<file path="config.mk">
export PLATFORM = sky130hd
export DESIGN_NAME = cbs_ctrl
export DESIGN_NICKNAME = d
export VERILOG_FILES = /design/src/rtl/cbs_pkg.sv /design/src/rtl/cbs_ctrl.sv
export SDC_FILE = /design/constraint.sdc
export NUM_CORES = 1
export LEC_CHECK = 0
export ABC_AREA = 0
export BUFFER_PORTS_ARGS = -buffer_cell sky130_fd_sc_hd__buf_2
export CORE_AREA = 2 2 39 41
export DETAILED_ROUTE_END_ITERATION = 10
export DIE_AREA = 0 0 41 43
export HOLD_SLACK_MARGIN = 0.06
export PLACE_DENSITY_LB_ADDON = 0.05
export SLEW_MARGIN = 0
export SYNTH_ARGS = -nofsm -noshare
export SYNTH_HDL_FRONTEND = slang
export SYNTH_SLANG_ARGS = --single-unit
</file>
<file path="constraint.sdc">
create_clock -name i_clk -period 1.7 [get_ports i_clk]
set_input_delay 0 -clock i_clk [delete_from_list [all_inputs] [get_ports i_clk]]
set_output_delay 0 -clock i_clk [all_outputs]
set_load 0.005 [all_outputs]
</file>
<file path="src/rtl/cbs_pkg.sv">
`timescale 1ns / 1ps

package cbs_pkg;

    localparam int COORD_BITS = 16;
    localparam int STEP_BITS  = 16;
    localparam int T_FRAC     = 16;
    localparam int STEP_MIN   = 1024;

    localparam logic [STEP_BITS-1:0] STEP_RESET = 16'd4096;

    // h^2 and h^3 of the parameter step
    localparam int H2_BITS   = 2 * STEP_BITS;
    localparam int H3_BITS   = 3 * STEP_BITS;
    localparam int H3_HALF   = H3_BITS / 2;

    // cubic coefficients of one lane, six times the polynomial in t
    localparam int COEF_BITS = COORD_BITS + 4;

    // forward difference registers, exact modulo 2^DIFF_BITS
    localparam int DIFF_BITS = COORD_BITS + 54;

    localparam int MUL_B_BITS = H2_BITS + 1;
    localparam int MUL_A_BITS = (COEF_BITS > MUL_B_BITS) ? COEF_BITS : MUL_B_BITS;
    localparam int PROD_BITS  = MUL_A_BITS + MUL_B_BITS;

    // divide by 3 of the offset quotient
    localparam int DIV_U_BITS = COORD_BITS + 2;
    localparam logic [DIV_U_BITS-2:0] RECIP3 =
        (DIV_U_BITS-1)'((64'd1 << DIV_U_BITS) / 64'd3);

    localparam logic [1:0] HELD_FULL = 2'd3;

    typedef struct packed {
        logic signed [COORD_BITS-1:0] point_x;
        logic signed [COORD_BITS-1:0] point_y;
        logic                         new_curve;
    } t_point;

    typedef struct packed {
        logic signed [COORD_BITS-1:0] curve_x;
        logic signed [COORD_BITS-1:0] curve_y;
        logic                         last_sample;
    } t_sample;

    typedef enum logic [3:0] {
        OP_NONE,
        OP_STORE,
        OP_LOAD,
        OP_H2,
        OP_H3,
        OP_AXL,
        OP_AXH,
        OP_BX,
        OP_CX,
        OP_AYL,
        OP_AYH,
        OP_BY,
        OP_CY,
        OP_COMB,
        OP_STEP
    } t_op;

    typedef enum logic [3:0] {
        S_IDLE,
        S_H2,
        S_W0,
        S_H3,
        S_W1,
        S_AXL,
        S_AXH,
        S_BX,
        S_CX,
        S_AYL,
        S_AYH,
        S_BY,
        S_CY,
        S_W2,
        S_COMB,
        S_RUN
    } t_state;

    typedef struct packed {
        t_op        op;
        logic [1:0] idx;
    } t_cmd;

    typedef struct packed {
        logic last_step;
        logic pipe_en;
    } t_stat;

endpackage

</file>
<file path="src/rtl/cbs_ctrl.sv">
`timescale 1ns / 1ps

module cbs_ctrl (
    input  logic           i_clk,
    input  logic           i_rst_n,
    input  logic           i_in_valid,
    input  logic           i_new_curve,
    input  cbs_pkg::t_stat i_stat,
    output cbs_pkg::t_cmd  o_cmd,
    output logic           o_in_stall
);
    import cbs_pkg::*;

    t_state     r_state;
    t_state     n_state;
    logic [1:0] r_held;
    logic [1:0] n_held;
    logic [1:0] held_eff;

    assign held_eff = i_new_curve ? 2'd0 : r_held;

    always_ff @(posedge i_clk) begin
        if (!i_rst_n) begin
            r_state <= S_IDLE;
            r_held  <= 2'd0;
        end else begin
            r_state <= n_state;
            r_held  <= n_held;
        end
    end

    always_comb begin
        n_state = r_state;
        n_held  = r_held;
        case (r_state)
            S_IDLE: begin
                if (i_in_valid) begin
                    if (held_eff == HELD_FULL) begin
                        n_state = S_H2;
                        n_held  = held_eff;
                    end else begin
                        n_held = held_eff + 2'd1;
                    end
                end
            end
            S_H2:   n_state = S_W0;
            S_W0:   n_state = S_H3;
            S_H3:   n_state = S_W1;
            S_W1:   n_state = S_AXL;
            S_AXL:  n_state = S_AXH;
            S_AXH:  n_state = S_BX;
            S_BX:   n_state = S_CX;
            S_CX:   n_state = S_AYL;
            S_AYL:  n_state = S_AYH;
            S_AYH:  n_state = S_BY;
            S_BY:   n_state = S_CY;
            S_CY:   n_state = S_W2;
            S_W2:   n_state = S_COMB;
            S_COMB: n_state = S_RUN;
            S_RUN: begin
                if (i_stat.pipe_en && i_stat.last_step) begin
                    n_state = S_IDLE;
                end
            end
            default: n_state = S_IDLE;
        endcase
    end

    always_comb begin
        o_cmd.op   = OP_NONE;
        o_cmd.idx  = held_eff;
        o_in_stall = 1'b1;
        case (r_state)
            S_IDLE: begin
                o_in_stall = 1'b0;
                if (i_in_valid) begin
                    o_cmd.op = (held_eff == HELD_FULL) ? OP_LOAD : OP_STORE;
                end
            end
            S_H2:   o_cmd.op = OP_H2;
            S_H3:   o_cmd.op = OP_H3;
            S_AXL:  o_cmd.op = OP_AXL;
            S_AXH:  o_cmd.op = OP_AXH;
            S_BX:   o_cmd.op = OP_BX;
            S_CX:   o_cmd.op = OP_CX;
            S_AYL:  o_cmd.op = OP_AYL;
            S_AYH:  o_cmd.op = OP_AYH;
            S_BY:   o_cmd.op = OP_BY;
            S_CY:   o_cmd.op = OP_CY;
            S_COMB: o_cmd.op = OP_COMB;
            S_RUN:  o_cmd.op = i_stat.pipe_en ? OP_STEP : OP_NONE;
            default: o_cmd.op = OP_NONE;
        endcase
    end

endmodule

</file>
After elaboration in Yosys (flattened, before gate mapping)
Index checks and enable logic that the tools add are counted.
{"block": "word_totals", "register_bits": 6, "input_bits": 6, "output_inout_bits": 7, "elab_cells": 37}
{"block": "op_classes", "n_addsub": 1, "eq_ne": 19, "n_mux": 11, "n_reduce_logical": 4}
{"op": "one-hot mux 4 bit (16 select lines)", "n": 1}
{"op": "one-hot mux 4 bit (13 select lines)", "n": 1}
{"op": "== test 4 bit, second input constant", "n": 8}
{"op": "== test 4 x 3 -> 1 bit, second input constant", "n": 4}
{"op": "2-to-1 mux 4 bit", "n": 4}
{"op": "== test 4 x 2 -> 1 bit, second input constant", "n": 2}
{"op": "2-to-1 mux 2 bit", "n": 4}
{"op": "!= test 2 bit, second input constant", "n": 3}
{"op": "== test 4 x 1 -> 1 bit, second input constant", "n": 1}
{"op": "zero test 4 bit", "n": 1}
{"op": "AND reduction 3 bit", "n": 1}
{"op": "adder 2 x 1 -> 2 bit, second input constant", "n": 1}
{"op": "== test 2 bit, second input constant", "n": 1}
{"op": "AND reduction 2 bit", "n": 1}
{"op": "logical AND 1 bit", "n": 1}
{"op": "2-to-1 mux 1 bit", "n": 1}

Depth between registers and ports, before layout
Gate-level depths: netlist (run 1).
{"block": "depth", "ltp_word": 5, "depth_mapped": 4, "ltp_nobuf": 3}

Worst setup path before layout (run 1)
No wires, ideal clock.
{"block": "synth_path", "path_kind": "register to register", "start": "reg r_state[3]", "end": "reg r_held[1]", "setup_ps": 91, "arrival_ps": 1101, "required_ps": 1609, "slack_ps": 508, "stages_incl_launch_ff": 5, "n_path_buf": 1, "synth_period_minus_slack_ps": 1192, "path_cell_list": "dfxtp_1 buf_6 nor4_4 a31oi_1 a311oi_1"}
{"block": "synth_via", "elab_chain_cells": 2}
{"item": "start: declaration", "line": "cbs_ctrl.sv:14", "source": "t_state r_state;"}
{"item": "start signal: assignment", "line": "cbs_ctrl.sv:27", "source": "r_state <= n_state;"}
{"item": "zero test 4 bit", "line": "cbs_ctrl.sv:35", "source": "case (r_state)"}
{"item": "AND reduction 2 bit (no line)"}
{"item": "end signal: assignment", "line": "cbs_ctrl.sv:28", "source": "r_held <= n_held;"}
{"item": "end: declaration", "line": "cbs_ctrl.sv:16", "source": "logic [1:0] r_held;"}
No other way between the ends.
A chain may end at the register's enable or synchronous reset.

==> results.yml, run 1 <==
outcome:
  outcome: "finished, final reports clean"
floorplan:
  die_h_um: 43
  start_util: 0.307
  io-pin-count: 13
  die_area_sq_um: 1760
  core_area_sq_um: 1380
  die_width_um: 41
  rows: 14
cells_and_area:
  syn_to_final_growth_pct: 25.4
  drive_gt1_frac: 0.239
  final_cell_mix: "buf_2, dfxtp_1, nand2_1, o21ai_0"
  multiInputGateArea_sq_um: 264
  regArea_sq_um: 120
  finalNetCount: 75
  n_antenna_cell: 0
  layout_commonest_cell: "buf_2"
  n_fill_cell: 158
cts:
  clock_sinks: 6
  insertion_delay_ns: 0.24
  hold_buffers: 3
  cts-root-buf: "clkbuf_4"
  cts_buffer_depth: 2
  h-tree-depth: 1
  clkTransAtPathRegs_ns: 0.05
  cts_tree: "built"
  cts_made_buffers: 3
  cts_resized: 0
  post_cts_buffers: 0
timing:
  min_period_ns: 1.49
  hold_viol_final: 0
  worst_pin_slew_ns: 0.499
  maxClockFrequency_mhz: 672
  rsz0062_at_grt: "no"
  drv_slew: 0
  slew_headroom: 0.667
  finClkSkew_ns: 0.00136
  setup_viol: 0
  setup_tns_ns: 0
  period_share: 0.875
  worst_slack_ns: 0.213
drt:
  vias: 427
  drc: 0
  first_iter_violations: 6
  drt_pass1_iterations: 4
  vias_per_cell: 5.14
  drtAntennaViolNets: 0
  drt_wl_total_um: 997
  wl_per_cell_um: 12.0
setup_path:
  critPathTopFamily: "simple AND/OR/NAND/NOR gates"
  worstPathMaxFanout: 12
  crit_type: "reg2out"
  end_kind: "output pin"
  arrival_ns: 1.49
  cp.buffers_inverters: 1
  worstSetupStartpointType: "flop"
  max_stage_delay_ns: 0.44
  cp_cell_sequence: "nor4_4, nand3_1, o211ai_1, buf_2"
  cp.required_ns: 1.70
  cp_slowest_cell: "nor4_4"
pwr:
  peakVddDrop_v: 0.000310
  p_leak_nw: 0.231
  power_density_nw_per_um2: 604
global_route:
  grt_pass1_vias: 389
  grt_usage: 0.136
  grt_pass1_wl_mm: 1.69
  antenna_found_initial: 0
  gr-total-overflow: 0
  grt_max_degree: 15
place:
  hpwlAfterDp_um: 715
  gp_congestion: 0.630
  pre_cts_ws_ns: 0.334
  portBuffers: 12
flow_run:
  max_cap_viol_count: 0
yosys:
  ys_seq_elements: 6
  synth_seq_area_share: 0.283
  yosysWarnings: 0
  synth.avg_cell_area_sq_um: 8.00
  netlist_instances: 53
  synth.lib_cells_used.distinct: 26
  synth_area_sq_um: 424
  syn_nets: 59
worst_hold_path:
  hp-class: "in2reg"
final timing paths:
check	start	to	slack, ns	depth (start not counted)
min	i_stat[1]	r_state[2]	0.09	4
min reg2reg	r_held[0]	r_held[0]	0.57	2
max reg2reg	r_state[2]	r_held[1]	0.35	3
max	r_state[2]	o_cmd[2]	0.21	4
state kept, by name (all words and copies together), names as in the netlist:
name     count
r_state      4
r_held       2
Yosys cell counts, drive strengths merged:
master  n  share of area
nand4   1          0.015
o32ai   1          0.021
inv     4          0.035
and3    1          0.015
o211ai  2          0.035
buf     3          0.050
nor3    1          0.012
maj3    1          0.024
a311oi  2          0.041
o21ai   5          0.059
and4b   1          0.024
o211a   1          0.024
a22o    1          0.021
a21oi   3          0.035
a211oi  1          0.018
clkbuf  1         0.0088
dfxtp   6           0.28
nor3b   1          0.018
mux2i   1          0.024
nand2   5          0.044
nand3b  1          0.018
nor4    1          0.050
nor2b   4          0.059
nand3   2          0.024
a31oi   3          0.044
worst register-to-register path: stages (launching register included):
cell      delay, ns
dfxtp_1        0.43
nor4_4         0.44
a31oi_1        0.13
a311oi_1       0.25
metrics by stage:
stage               std cells  instance area (sq um)  hold slack [ns]  total power, mW   util
floorplan                  53                    424           0.0302            0.169      -
global placement           77                    479            0.273            0.188  0.346
detailed placement         77                    479            0.272            0.188  0.346
CTS                        83                    532           0.0803            0.327  0.384
global route               83                    532            0.124            0.346  0.384
finish                     83                    532           0.0867            0.321  0.384
final cells by class:
cell class	instances	share of cell area
inverter	4	0.0282
sequential	6	0.226
clock buffer	3	0.0424
tap	16	0.0376
timing repair buffer	15	0.169
multi-input combinational	39	0.496
kinds of logic (layout without fill, tap and decap cells):
logic type | after synthesis | in the layout | synth area share
AOI/OAI and AO/OA | 19 | 19 | 0.298
adders and majority gates | 1 | 1 | 0.0236
buffers and inverters | 8 | 22 | 0.0944
DFF | 6 | 6 | 0.283
muxes | 1 | 1 | 0.0236
and+or+nand+nor | 18 | 18 | 0.277
power breakdown:
group | switching, mW | internal (mW)
sequential | 0.00630 | 0.145
clock | 0.0512 | 0.0799
combinational | 0.0174 | 0.0212
per-layer routing:
metal / global-route usage / vias to the layer above / share of wire
met5: 0 / - / 0
met4: 0.0400 / 0 / 0
met3: 0.0314 / 0 / 0.038
met2: 0.169 / 10 / 0.40
met1: 0.225 / 186 / 0.56
li1: - / 231 / -
Note: power is estimated with default switching activity, not from simulation.
==> inputs of run 2 (changes only) <==
--- a/config.mk
+++ b/config.mk
@@ -5,7 +5,7 @@
 export SDC_FILE = /design/constraint.sdc
 export NUM_CORES = 1
 export LEC_CHECK = 0
-export ABC_AREA = 0
+export ABC_AREA = 1
 export BUFFER_PORTS_ARGS = -buffer_cell sky130_fd_sc_hd__buf_2
 export CORE_AREA = 2 2 39 41
 export DETAILED_ROUTE_END_ITERATION = 10
==> constraint.sdc (replaced) <==
create_clock -name i_clk -period 1.4 [get_ports i_clk]
set_input_delay 0 -clock i_clk [delete_from_list [all_inputs] [get_ports i_clk]]
set_output_delay 0 -clock i_clk [all_outputs]
set_load 0.005 [all_outputs]
==> results.yml, run 2 <==
place:
  hpwlAfterDp_um: 911
  gp_congestion: 0.732
  dp.cells: 106
  portBuffers: 12
  pre_cts_ws_ns: 0.216
setup_path:
  worstPathMaxFanout: 11
  rr_worst_depth: 6
  cp_cell_sequence: "nor2_2, nand2_4, nor2_4, nand2_1, nand3_1, buf_2"
  arrival_ns: 1.26
  regToRegSetupSlack_ns: 0.30
  cp.required_ns: 1.40
  worstSetupStartpointType: "flop"
  max_stage_delay_ns: 0.38
  reg2reg_to: "r_held[1]"
  cp_slowest_cell: "dfxtp_2"
  worstReg2RegStart: "r_state[0]"
  crit_end: "o_cmd[2]"
  cp-startpoint: "r_state[0]"
  crit_type: "reg2out"
  end_kind: "output pin"
drt:
  drtAntennaViolNets: 0
  drc: 0
  drt_wl_total_mm: 1.09
  vias_per_cell: 4.59
  vias: 505
  wl_per_cell_um: 9.95
  drt_pass1_iterations: 4
  first_iter_violations: 4
yosys:
  synth_edf_count: 0
  synth.top_cell.area_share: 0.248
  synth.avg_cell_area_sq_um: 6.13
  yosysMostFrequentCell: "nand2_1"
  synth_area_sq_um: 484
  ys_seq_elements: 6
  synth_area_leaders: "dfxtp_1, nand2_1, inv_1"
  async_reset_ff_frac: 0
  netlist_instances: 79
  synth.lib_cells_used.distinct: 18
  ys_dominant_reg_cell: "dfxtp_1"
  yosysTopAreaCell: "dfxtp_1"
  yosysWarnings: 0
  ys_top_cells_by_count: "nand2_1, inv_1, nor2_1"
  syn_nets: 85
  synth_seq_area_share: 0.248
worst_hold_path:
  hp-class: "in2reg"
cells_and_area:
  top_regs: "r_state x4, r_held x2"
  final_cell_mix: "nand2_1, inv_1, buf_2"
  regMostFlops: "r_state"
  largest_reg_flops: 4
  finalNetCount: 102
  n_antenna_cell: 0
  final_cells: 110
  drive_gt1_frac: 0.340
  layout_commonest_cell: "nand2_1"
  final_core_util: 0.426
  syn_to_final_growth_pct: 21.7
timing:
  maxClockFrequency_mhz: 791
  rsz0062_at_grt: "no"
  slew_headroom: 0.860
  min_period_ns: 1.26
  finClkSkew_ns: 0.000528
  worst_pin_slew_ns: 0.210
  setup_tns_ns: 0
  setup_viol: 0
  hold_viol_final: 0
  drv_slew: 0
  worst_slack_ns: 0.135
  period_share: 0.903
cts:
  insertion_delay_ns: 0.24
  cts_buffer_depth: 2
  post_cts_buffers: 0
  h-tree-depth: 1
  cts_tree: "built"
  cts-root-buf: "clkbuf_4"
  clock_sinks: 6
  cts_made_buffers: 3
  clkTransAtPathRegs_ns: 0.04
global_route:
  grt_usage: 0.143
  antenna_found_initial: 0
  grt_max_degree: 12
  grt_pass1_wl_mm: 1.71
  grt_pass1_vias: 437
  gr-total-overflow: 0
floorplan:
  rows: 14
  die_width_um: 41
  die_h_um: 43
  core_area_sq_um: 1380
  start_util: 0.350
  die_area_sq_um: 1760
  io-pin-count: 13
outcome:
  outcome: "finished, final reports clean"
flow_run:
  max_cap_viol_count: 0
pwr:
  power_density_nw_per_um2: 1130
  peakVddDrop_v: 0.000553
  p_leak_nw: 0.305
  power.total_mw: 0.666
## run 2: changes by cell type in the layout (fill, tap and decap cells not counted), sizes merged, moves of 4 or more
cell,previous run,this run
nand2,5,24
nor2,0,14
nor2b,4,0
nand3,2,8
inv,4,14
## run 2: per-layer routing
metal  GRT usage  part of all wire
met1       0.159              0.45
met4      0.0400                 0
met3      0.0471             0.027
met5           0                 0
met2       0.244              0.53
## run 2: worst min path at each step
stage | from | depth (start not counted) | slack [ns] | end
final | i_new_curve | 4 | 0.12 | r_held[1]
after global routing | i_new_curve | 4 | 0.16 | r_held[1]
after global placement | i_new_curve | 3 | 0.26 | o_cmd[1]
after detailed placement | i_new_curve | 3 | 0.27 | o_cmd[1]
after CTS | i_new_curve | 4 | 0.12 | r_held[1]
after floorplan | i_new_curve | 1 | 0.03 | o_cmd[1]
## run 2: cell families (layout without fill, tap and decap cells)
logic type | count (synthesis) | in the layout | synth area share
simple gates | 48 | 48 | 0.509
buf+inv | 15 | 30 | 0.132
compound gates | 10 | 10 | 0.111
flops | 6 | 6 | 0.248
## run 2: final cells by class
cell class	count	area, sq um
Fill cell	157	795
Multi-Input combinational cell	58	300
Sequential cell	6	124
Timing Repair Buffer	13	70.1
Inverter	14	52.6
Clock buffer	3	22.5
Tap cell	16	20.0
## run 2: timing repair
item / CTS / global route
resized for setup: 1 / 2
hold endpoints to repair: 3 / 0
setup endpoints to repair: 2 / 3
hold buffers: 1 / 0
pin swaps: 0 / 0
## run 2: where the power goes
part           switching (mW)  internal, mW
clock                  0.0556        0.0965
sequential             0.0485         0.203
combinational           0.154         0.108
total                   0.258         0.408
## run 2: worst max-delay path: cells and delay by family (launching register included)
family / cells / cell delay (ns)
buf+inv: 1 / 0.11
flops: 1 / 0.38
simple gates: 5 / 0.53
## run 2: per-stage QoR
stage	hold WS, ns	cell area [sq um]
6_report	0.118	589
5_1_grt	0.165	589
4_1_cts	0.122	587
3_5_place_dp	0.266	553
3_3_place_gp	0.265	553
2_1_floorplan	0.0311	484
